## config.mk

```make
export PLATFORM = sky130hd
export DESIGN_NAME = drum_step_sequencer
export DESIGN_NICKNAME = d
export VERILOG_FILES = /design/src/sv/dss_pkg.sv /design/src/sv/drum_step_sequencer.sv /design/src/sv/dss_pattern.sv /design/src/sv/dss_seq_state.sv
export SDC_FILE = /design/constraint.sdc
export NUM_CORES = 1
export LEC_CHECK = 0
export BUFFER_PORTS_ARGS = -buffer_cell sky130_fd_sc_hd__clkbuf_2
export CAP_MARGIN = 20
export CORE_MARGIN = 8
export CORE_UTILIZATION = 52
export DETAILED_ROUTE_END_ITERATION = 7
export MAX_ROUTING_LAYER = met4
export PLACE_DENSITY = 0.69
export SLEW_MARGIN = 25
export SYNTH_ARGS = -nofsm -noshare
export SYNTH_HDL_FRONTEND = slang
export SYNTH_SLANG_ARGS = --single-unit
export TNS_END_PERCENT = 30
```

## constraint.sdc

```tcl
create_clock -name clk -period 6.4 [get_ports clk]
set_input_delay 0.64 -clock clk [delete_from_list [all_inputs] [get_ports clk]]
set_output_delay 0.64 -clock clk [all_outputs]
set_load 0.02 [all_outputs]
```

## src/sv/dss_pkg.sv

```systemverilog
`timescale 1ns / 1ps
// ----------------------------------------------------------------------------
// dss_pkg
// Shared constants, opcodes and types for the drum step sequencer.
// ----------------------------------------------------------------------------
package dss_pkg;

  localparam int STEP_COUNT_DEF  = 16;
  localparam int VOICE_COUNT_DEF = 6;

  localparam int OPCODE_W = 2;
  localparam int DELTA_W  = 5;
  localparam int TIME_W   = 32;
  localparam int SWING_W  = 4;
  localparam int MASK_W   = 6;
  localparam int POS_W    = 4;
  localparam int VOICE_W  = 3;

  localparam logic [OPCODE_W-1:0] OP_TICK   = 2'd0;
  localparam logic [OPCODE_W-1:0] OP_MOVE   = 2'd1;
  localparam logic [OPCODE_W-1:0] OP_VOICE  = 2'd2;
  localparam logic [OPCODE_W-1:0] OP_TOGGLE = 2'd3;

  typedef struct packed {
    logic tick;
    logic move;
    logic next_voice;
    logic toggle;
  } dss_op_t;

  typedef struct packed {
    logic [MASK_W-1:0]  trigger_mask;
    logic               step_fired;
    logic [POS_W-1:0]   play_position;
    logic [POS_W-1:0]   cursor_position;
    logic [VOICE_W-1:0] chosen_voice;
    logic               cell_value;
  } dss_result_t;

  function automatic dss_op_t dss_decode(input logic [OPCODE_W-1:0] opcode);
    dss_op_t op;
    op = '0;
    unique case (opcode)
      OP_TICK:   op.tick       = 1'b1;
      OP_MOVE:   op.move       = 1'b1;
      OP_VOICE:  op.next_voice = 1'b1;
      OP_TOGGLE: op.toggle     = 1'b1;
      default:   op = '0;
    endcase
    return op;
  endfunction

endpackage

```

## src/sv/drum_step_sequencer.sv

```systemverilog
`timescale 1ns / 1ps
// ----------------------------------------------------------------------------
// drum_step_sequencer
// An accepted item passes the input reg and then the result reg before result valid.
// Throughput: one item per cycle while out_stall is low; state update is a single pass between regs.
// A stalled result holds while the input register still takes one more item.
// Reset (rst_n low, synchronous): pattern cleared, play step at last step,
// cursor, voice, last fire time and swing delay zero, both channels empty.
// ----------------------------------------------------------------------------
module drum_step_sequencer #(
  parameter int STEP_COUNT  = dss_pkg::STEP_COUNT_DEF,
  parameter int VOICE_COUNT = dss_pkg::VOICE_COUNT_DEF
) (
  input  logic                          clk,
  input  logic                          rst_n,
  input  logic                          cfg_valid,
  output logic                          cfg_ready,
  input  logic [dss_pkg::SWING_W-1:0]   cfg_swing_delay_ms,
  input  logic                          in_valid,
  output logic                          in_stall,
  input  logic [dss_pkg::OPCODE_W-1:0]  in_opcode,
  input  logic signed [dss_pkg::DELTA_W-1:0] in_cursor_delta,
  input  logic [dss_pkg::TIME_W-1:0]    in_now_ms,
  output logic                          out_valid,
  input  logic                          out_stall,
  output logic [dss_pkg::MASK_W-1:0]    out_trigger_mask,
  output logic                          out_step_fired,
  output logic [dss_pkg::POS_W-1:0]     out_play_position,
  output logic [dss_pkg::POS_W-1:0]     out_cursor_position,
  output logic [dss_pkg::VOICE_W-1:0]   out_chosen_voice,
  output logic                          out_cell_value
);
  import dss_pkg::*;

  logic [SWING_W-1:0]  swing_r;
  logic                s1_valid_r;
  logic [OPCODE_W-1:0] s1_opcode_r;
  logic [DELTA_W-1:0]  s1_delta_r;
  logic [TIME_W-1:0]   s1_now_r;
  logic                out_valid_r;
  dss_result_t         out_r;
  dss_result_t         result;
  logic                out_adv;
  logic                s1_fire;
  logic                in_take;

  assign cfg_ready = 1'b1;
  assign out_adv   = !out_valid_r || !out_stall;
  assign s1_fire   = s1_valid_r && out_adv;
  assign in_stall  = s1_valid_r && !out_adv;
  assign in_take   = in_valid && !in_stall;

  always_ff @(posedge clk) begin
    if (!rst_n) begin
      swing_r <= '0;
    end else if (cfg_valid && cfg_ready) begin
      swing_r <= cfg_swing_delay_ms;
    end
  end

  always_ff @(posedge clk) begin
    if (!rst_n) begin
      s1_valid_r <= 1'b0;
    end else if (!in_stall) begin
      s1_valid_r <= in_valid;
    end
  end

  always_ff @(posedge clk) begin
    if (in_take) begin
      s1_opcode_r <= in_opcode;
      s1_delta_r  <= in_cursor_delta;
      s1_now_r    <= in_now_ms;
    end
  end

  dss_seq_state #(
    .STEP_COUNT  (STEP_COUNT),
    .VOICE_COUNT (VOICE_COUNT)
  ) u_seq (
    .clk            (clk),
    .rst_n          (rst_n),
    .commit         (s1_fire),
    .opcode         (s1_opcode_r),
    .cursor_delta   (s1_delta_r),
    .now_ms         (s1_now_r),
    .swing_delay_ms (swing_r),
    .result         (result)
  );

  always_ff @(posedge clk) begin
    if (!rst_n) begin
      out_valid_r <= 1'b0;
    end else if (out_adv) begin
      out_valid_r <= s1_valid_r;
    end
  end

  always_ff @(posedge clk) begin
    if (s1_fire) begin
      out_r <= result;
    end
  end

  assign out_valid           = out_valid_r;
  assign out_trigger_mask    = out_r.trigger_mask;
  assign out_step_fired      = out_r.step_fired;
  assign out_play_position   = out_r.play_position;
  assign out_cursor_position = out_r.cursor_position;
  assign out_chosen_voice    = out_r.chosen_voice;
  assign out_cell_value      = out_r.cell_value;

  a_no_mask_unfired: assert property (@(posedge clk) disable iff (!rst_n)
    out_valid_r && !out_r.step_fired |-> out_r.trigger_mask == '0)
    else $error("trigger mask set on an item that fired no step");

  a_stall_needs_item: assert property (@(posedge clk) disable iff (!rst_n)
    in_stall |-> s1_valid_r && out_valid_r)
    else $error("input stalled with a free pipeline");

  a_fire_lands: assert property (@(posedge clk) disable iff (!rst_n)
    s1_fire |=> out_valid_r)
    else $error("item processed but no result presented");

endmodule

```

## src/sv/dss_pattern.sv

```systemverilog
`timescale 1ns / 1ps
// ----------------------------------------------------------------------------
// dss_pattern
// Pattern bit matrix, one row of step bits per voice. Toggle write, column
// read at the play step, single bit read at the selected voice and cursor.
// ----------------------------------------------------------------------------
module dss_pattern #(
  parameter int STEP_COUNT  = dss_pkg::STEP_COUNT_DEF,
  parameter int VOICE_COUNT = dss_pkg::VOICE_COUNT_DEF,
  parameter int SW          = $clog2(STEP_COUNT),
  parameter int VW          = (VOICE_COUNT > 1) ? $clog2(VOICE_COUNT) : 1
) (
  input  logic                   clk,
  input  logic                   rst_n,
  input  logic                   commit,
  input  dss_pkg::dss_op_t       op,
  input  logic [VW-1:0]          voice_cur,
  input  logic [SW-1:0]          cursor_cur,
  input  logic [SW-1:0]          play_nxt,
  input  logic [VW-1:0]          voice_nxt,
  input  logic [SW-1:0]          cursor_nxt,
  output logic [VOICE_COUNT-1:0] col_bits,
  output logic                   cell_bit
);
  import dss_pkg::*;

  logic [STEP_COUNT-1:0] rows_r [VOICE_COUNT];

  always_ff @(posedge clk) begin
    if (!rst_n) begin
      for (int v = 0; v < VOICE_COUNT; v++) begin
        rows_r[v] <= '0;
      end
    end else if (commit && op.toggle) begin
      for (int v = 0; v < VOICE_COUNT; v++) begin
        if (voice_cur == VW'(v)) begin
          rows_r[v][cursor_cur] <= ~rows_r[v][cursor_cur];
        end
      end
    end
  end

  always_comb begin
    for (int v = 0; v < VOICE_COUNT; v++) begin
      col_bits[v] = rows_r[v][play_nxt];
    end
  end

  // toggle leaves cursor and voice alone, so the new bit is the old one flipped
  assign cell_bit = rows_r[voice_nxt][cursor_nxt] ^ op.toggle;

endmodule

```

## src/sv/dss_seq_state.sv

```systemverilog
`timescale 1ns / 1ps
// ----------------------------------------------------------------------------
// dss_seq_state
// Play position, edit cursor, selected voice and last fire time, with the
// per-item update logic and result formation.
// ----------------------------------------------------------------------------
module dss_seq_state #(
  parameter int STEP_COUNT  = dss_pkg::STEP_COUNT_DEF,
  parameter int VOICE_COUNT = dss_pkg::VOICE_COUNT_DEF
) (
  input  logic                            clk,
  input  logic                            rst_n,
  input  logic                            commit,
  input  logic [dss_pkg::OPCODE_W-1:0]    opcode,
  input  logic [dss_pkg::DELTA_W-1:0]     cursor_delta,
  input  logic [dss_pkg::TIME_W-1:0]      now_ms,
  input  logic [dss_pkg::SWING_W-1:0]     swing_delay_ms,
  output dss_pkg::dss_result_t            result
);
  import dss_pkg::*;

  localparam int SW = $clog2(STEP_COUNT);
  localparam int VW = (VOICE_COUNT > 1) ? $clog2(VOICE_COUNT) : 1;
  localparam int DELTA_N = 2 ** DELTA_W;
  localparam logic [SW-1:0] LAST_STEP  = SW'(STEP_COUNT - 1);
  localparam logic [VW-1:0] LAST_VOICE = VW'(VOICE_COUNT - 1);
  localparam logic [SW:0]   STEP_L     = (SW + 1)'(STEP_COUNT);

  logic [SW-1:0]     play_r, play_nxt;
  logic [SW-1:0]     cursor_r, cursor_nxt;
  logic [VW-1:0]     voice_r, voice_nxt;
  logic [TIME_W-1:0] last_r, last_nxt;

  dss_op_t                op;
  logic [SW-1:0]          dmod_tbl [DELTA_N];
  logic [SW:0]            csum;
  logic                   swallow;
  logic                   fired;
  logic [TIME_W-1:0]      elapsed;
  logic [VOICE_COUNT-1:0] col_bits;
  logic                   cell_bit;
  logic [VOICE_COUNT-1:0] mask_v;
  logic [VOICE_COUNT+MASK_W-1:0] mask_ext;
  logic [SW+POS_W-1:0]    play_ext, cursor_ext;
  logic [VW+VOICE_W-1:0]  voice_ext;

  // delta reduced modulo the step count, two's complement index
  for (genvar i = 0; i < DELTA_N; i++) begin : g_dmod
    localparam int DV = (i >= DELTA_N / 2) ? i - DELTA_N : i;
    localparam int DM = ((DV % STEP_COUNT) + STEP_COUNT) % STEP_COUNT;
    assign dmod_tbl[i] = SW'(DM);
  end

  assign op = dss_decode(opcode);

  always_comb begin
    play_nxt   = play_r;
    cursor_nxt = cursor_r;
    voice_nxt  = voice_r;
    last_nxt   = last_r;
    swallow    = 1'b0;
    fired      = 1'b0;
    elapsed    = now_ms - last_r;
    csum       = {1'b0, cursor_r} + {1'b0, dmod_tbl[cursor_delta]};
    if (op.tick) begin
      play_nxt = (play_r == LAST_STEP) ? '0 : play_r + 1'b1;
      swallow  = play_nxt[0] && (swing_delay_ms != '0) &&
                 (elapsed < {{(TIME_W-SWING_W){1'b0}}, swing_delay_ms});
      fired    = !swallow;
      if (!swallow) begin
        last_nxt = now_ms;
      end
    end
    if (op.move) begin
      cursor_nxt = (csum >= STEP_L) ? SW'(csum - STEP_L) : csum[SW-1:0];
    end
    if (op.next_voice) begin
      voice_nxt = (voice_r == LAST_VOICE) ? '0 : voice_r + 1'b1;
    end
  end

  always_ff @(posedge clk) begin
    if (!rst_n) begin
      play_r   <= LAST_STEP;
      cursor_r <= '0;
      voice_r  <= '0;
      last_r   <= '0;
    end else if (commit) begin
      play_r   <= play_nxt;
      cursor_r <= cursor_nxt;
      voice_r  <= voice_nxt;
      last_r   <= last_nxt;
    end
  end

  dss_pattern #(
    .STEP_COUNT  (STEP_COUNT),
    .VOICE_COUNT (VOICE_COUNT),
    .SW          (SW),
    .VW          (VW)
  ) u_pattern (
    .clk        (clk),
    .rst_n      (rst_n),
    .commit     (commit),
    .op         (op),
    .voice_cur  (voice_r),
    .cursor_cur (cursor_r),
    .play_nxt   (play_nxt),
    .voice_nxt  (voice_nxt),
    .cursor_nxt (cursor_nxt),
    .col_bits   (col_bits),
    .cell_bit   (cell_bit)
  );

  assign mask_v     = fired ? col_bits : '0;
  assign mask_ext   = {{MASK_W{1'b0}}, mask_v};
  assign play_ext   = {{POS_W{1'b0}}, play_nxt};
  assign cursor_ext = {{POS_W{1'b0}}, cursor_nxt};
  assign voice_ext  = {{VOICE_W{1'b0}}, voice_nxt};

  always_comb begin
    result.trigger_mask    = mask_ext[MASK_W-1:0];
    result.step_fired      = fired;
    result.play_position   = play_ext[POS_W-1:0];
    result.cursor_position = cursor_ext[POS_W-1:0];
    result.chosen_voice    = voice_ext[VOICE_W-1:0];
    result.cell_value      = cell_bit;
  end

endmodule
```

==> metrics <==
most numerous cell in the Yosys netlist edfxtp_1; status completed; relative slew slack 27.6%; DR vias/cell 6.58; worst r2r src s1_now_r[0]; first-pass GRT wire length 58,500 µm; root buffer cell clkbuf_16; TritonCTS Sinks 202; final setup skew 21.2 ps; met3 usage 4.23%; fmax 0.210 GHz; Hold Path Origin in_now_ms[21]; initial cell density of the core 52.4%; Unique masters post-synth 67; Mapped Nets 1,428; crit path kind register to register; Total Routing Usage GR 23.9%; 1st-pass router iterations 5; worst slew pin tran 1080 ps; Startpoint Class register; fin nets 1,413; Post-Route WL 37,200 µm; Die Y 177 µm; Worst path max stage delay 800 ps; Final Cycle Share 74.3%; DP Wirelength 25,300 µm; Worst R2R Path Depth 12; Worst Path Required 6810 ps; clock slew at reported path FFs 60 ps; CTS tree done; number of global-route vias before repair 10,700; crit path max fanout 32; DR DRC count 0; Final Hold Viols 0; sequential fraction of the synthesis area 41.2%; largest net degree at the start of global routing 128; vias 11,000; Synth top cells by count edfxtp_1, nor2_1, o21ai_0; r2r setup slk 1650 ps; Synth Register Bits 202; share of layout cells above drive strength 1 15.4%; total congestion overflow 0; hold crit path type input port to register; Synth Area per Inst 10.1 µm²; Core Region 25,800 µm²; layout filler cell count 2,236; grt peak-use layer met2; crit-path leading delay family simple AND/OR/NAND/NOR gates; chip width 177 µm; Post-CTS Resized 0; H-tree depth 1; Final Total Pwr 3.45 mW; worst-case clock buffer depth 3; post-synth top area cell edfxtp_1; Num CTS Buffers 24; Hold Path Cell Cnt 1; WL/cell 22.2 µm; Pleak 5.39 nW; WHS Endpoint s1_now_r[21]; postcts setup bufs 0; Final GP Congestion 0.929; Worst Path Arrival 5170 ps; final setup TNS 0 ps; Cell Count, Final, Fillers Out 1,677; post-route minimum period 4750 ps; number of DRC markers in iteration 0 1,273; n_diodes 0; Slew Limit Fails 0; largest cells by area after synthesis edfxtp_1, mux4_2, mux2i_1, dfxtp_1, o21ai_0; Final setup viols 0; R2R Path End u_seq.last_r[10]; asr flop ratio synth 0%; Buf/Inv on CP 1; Main synth FF type edfxtp_1; Max VDD drop 0.241 mV; Max-Cap Viols 0; slowest CP cell or3_4; Post-synth EDFFs 153; placed insts 1,633; met1 usage 30.5%; full die area 31,400 µm²; row count 59; Synth Cell Area 13,500 µm²; unrepaired setup endpoints after global routing false; Post-CTS Hold Buffers 0; Worst-Skew Late Latency 540 ps; Post-Synthesis Cells 1,339; area growth from synthesis to layout 8.61%; Pwr Density 235 nW/µm²; IO Pins 70; initial antenna violation count 0; port bufs 67; post-synth top area share 33.9%; Final ANT Viol Nets 0; CP endpoint kind register; YS warnings 0; worst-path cell chain inv_1 > ha_1 > fa_1 > nand2b_1 > a211oi_1 > o21ai_0 > and3_1 > a2111oi_0 > nor4b_2 > nand4_2 > or3_4 > o311ai_0; met2 usage 37.9%
-- metal layers --
metal	share of wire [%]	up-vias
met1	41	5397
li1	-	5044
met3	8.5	86
met5	0	-
met2	47	506
met4	3.1	0
-- cells by family after synthesis --
kind of cell             after synthesis  synth area share [%]
AO/OA/AOI/OAI                        352                  17.4
XOR/XNOR                              13                 0.841
adder cells (fa/ha/maj)               41                  3.90
buffers and inverters                181                  5.32
flip-flops                           202                  41.2
multiplexers                         171                  18.1
other                                  1                0.0277
AND/OR/NAND/NOR                      378                  13.2
-- final cells by class --
type	count	area (µm²)	area share (%)
inverters	57	214	1.46
clock buffers	37	649	4.42
multi-input cells	956	7320	49.8
repair buffers	83	462	3.14
well taps	335	419	2.85
clock inverters	7	50.0	0.341
flip-flops and latches	202	5580	38.0
-- through the flow --
stage	hold WS, ps	setup slack [ps]	cell area [µm²]	utilization (%)
after global placement	483	1800	14000	54.1
after CTS	265	1640	14700	56.8
final	279	1650	14700	56.9
after detailed placement	499	1720	14000	54.1
after floorplan	470	2810	13500	-
after global routing	258	1230	14700	56.9
-- worst reg2reg max path: stages, from the launching register on --
cell       delay, ps
edfxtp_1         330
inv_1             50
ha_1             210
fa_1             400
nand2b_1         190
a211oi_1         440
o21ai_0          230
and3_1           220
a2111oi_0        380
nor4b_2          340
nand4_2          630
or3_4            810
o311ai_0         410
-- where the power goes --
group | internal [mW] | switching [mW]
clock network | 0.700 | 0.548
logic | 0.272 | 0.401
registers | 1.47 | 0.0552
-- placed cells by master, fill, tap and decap left out, types with 44 or more instances in the layout --
cell type    n
a21oi_1     44
clkbuf_2    66
dfxtp_1     48
edfxtp_1   153
inv_1       55
mux2i_1    103
mux4_2      58
nand2_1     94
nor2_1     135
o21ai_0    126
-- worst max-delay path by stage --
stage                      startpoint                   to  slack (ps)  cells past startpoint
after floorplan           s1_now_r[0]  out_trigger_mask[0]        2810                     12
after global placement    s1_now_r[0]     u_seq.last_r[10]        1800                     12
after detailed placement  s1_now_r[0]      u_seq.last_r[9]        1720                     12
after CTS                 s1_now_r[0]     u_seq.last_r[10]        1640                     12
after global routing      s1_now_r[0]     u_seq.last_r[10]        1230                     12
final                     s1_now_r[0]     u_seq.last_r[10]        1650                     12
-- registers in the layout, summed over array words and instances, names as in the netlist --
| name | count |
|---|---|
| out_chosen_voice | 3 |
| u_seq.cursor_r | 4 |
| out_trigger_mask | 6 |
| s1_valid_r | 1 |
| out_step_fired | 1 |
| out_valid | 1 |
| swing_r | 4 |
| out_play_position | 4 |
| u_seq.u_pattern.rows_r | 96 |
| out_cell_value | 1 |
| s1_opcode_r | 2 |
| u_seq.voice_r | 3 |
| u_seq.last_r | 32 |
| u_seq.play_r | 4 |
| out_cursor_position | 4 |
| s1_delta_r | 4 |
| s1_now_r | 32 |
No activity file was read; power rests on OpenSTA's default activity.
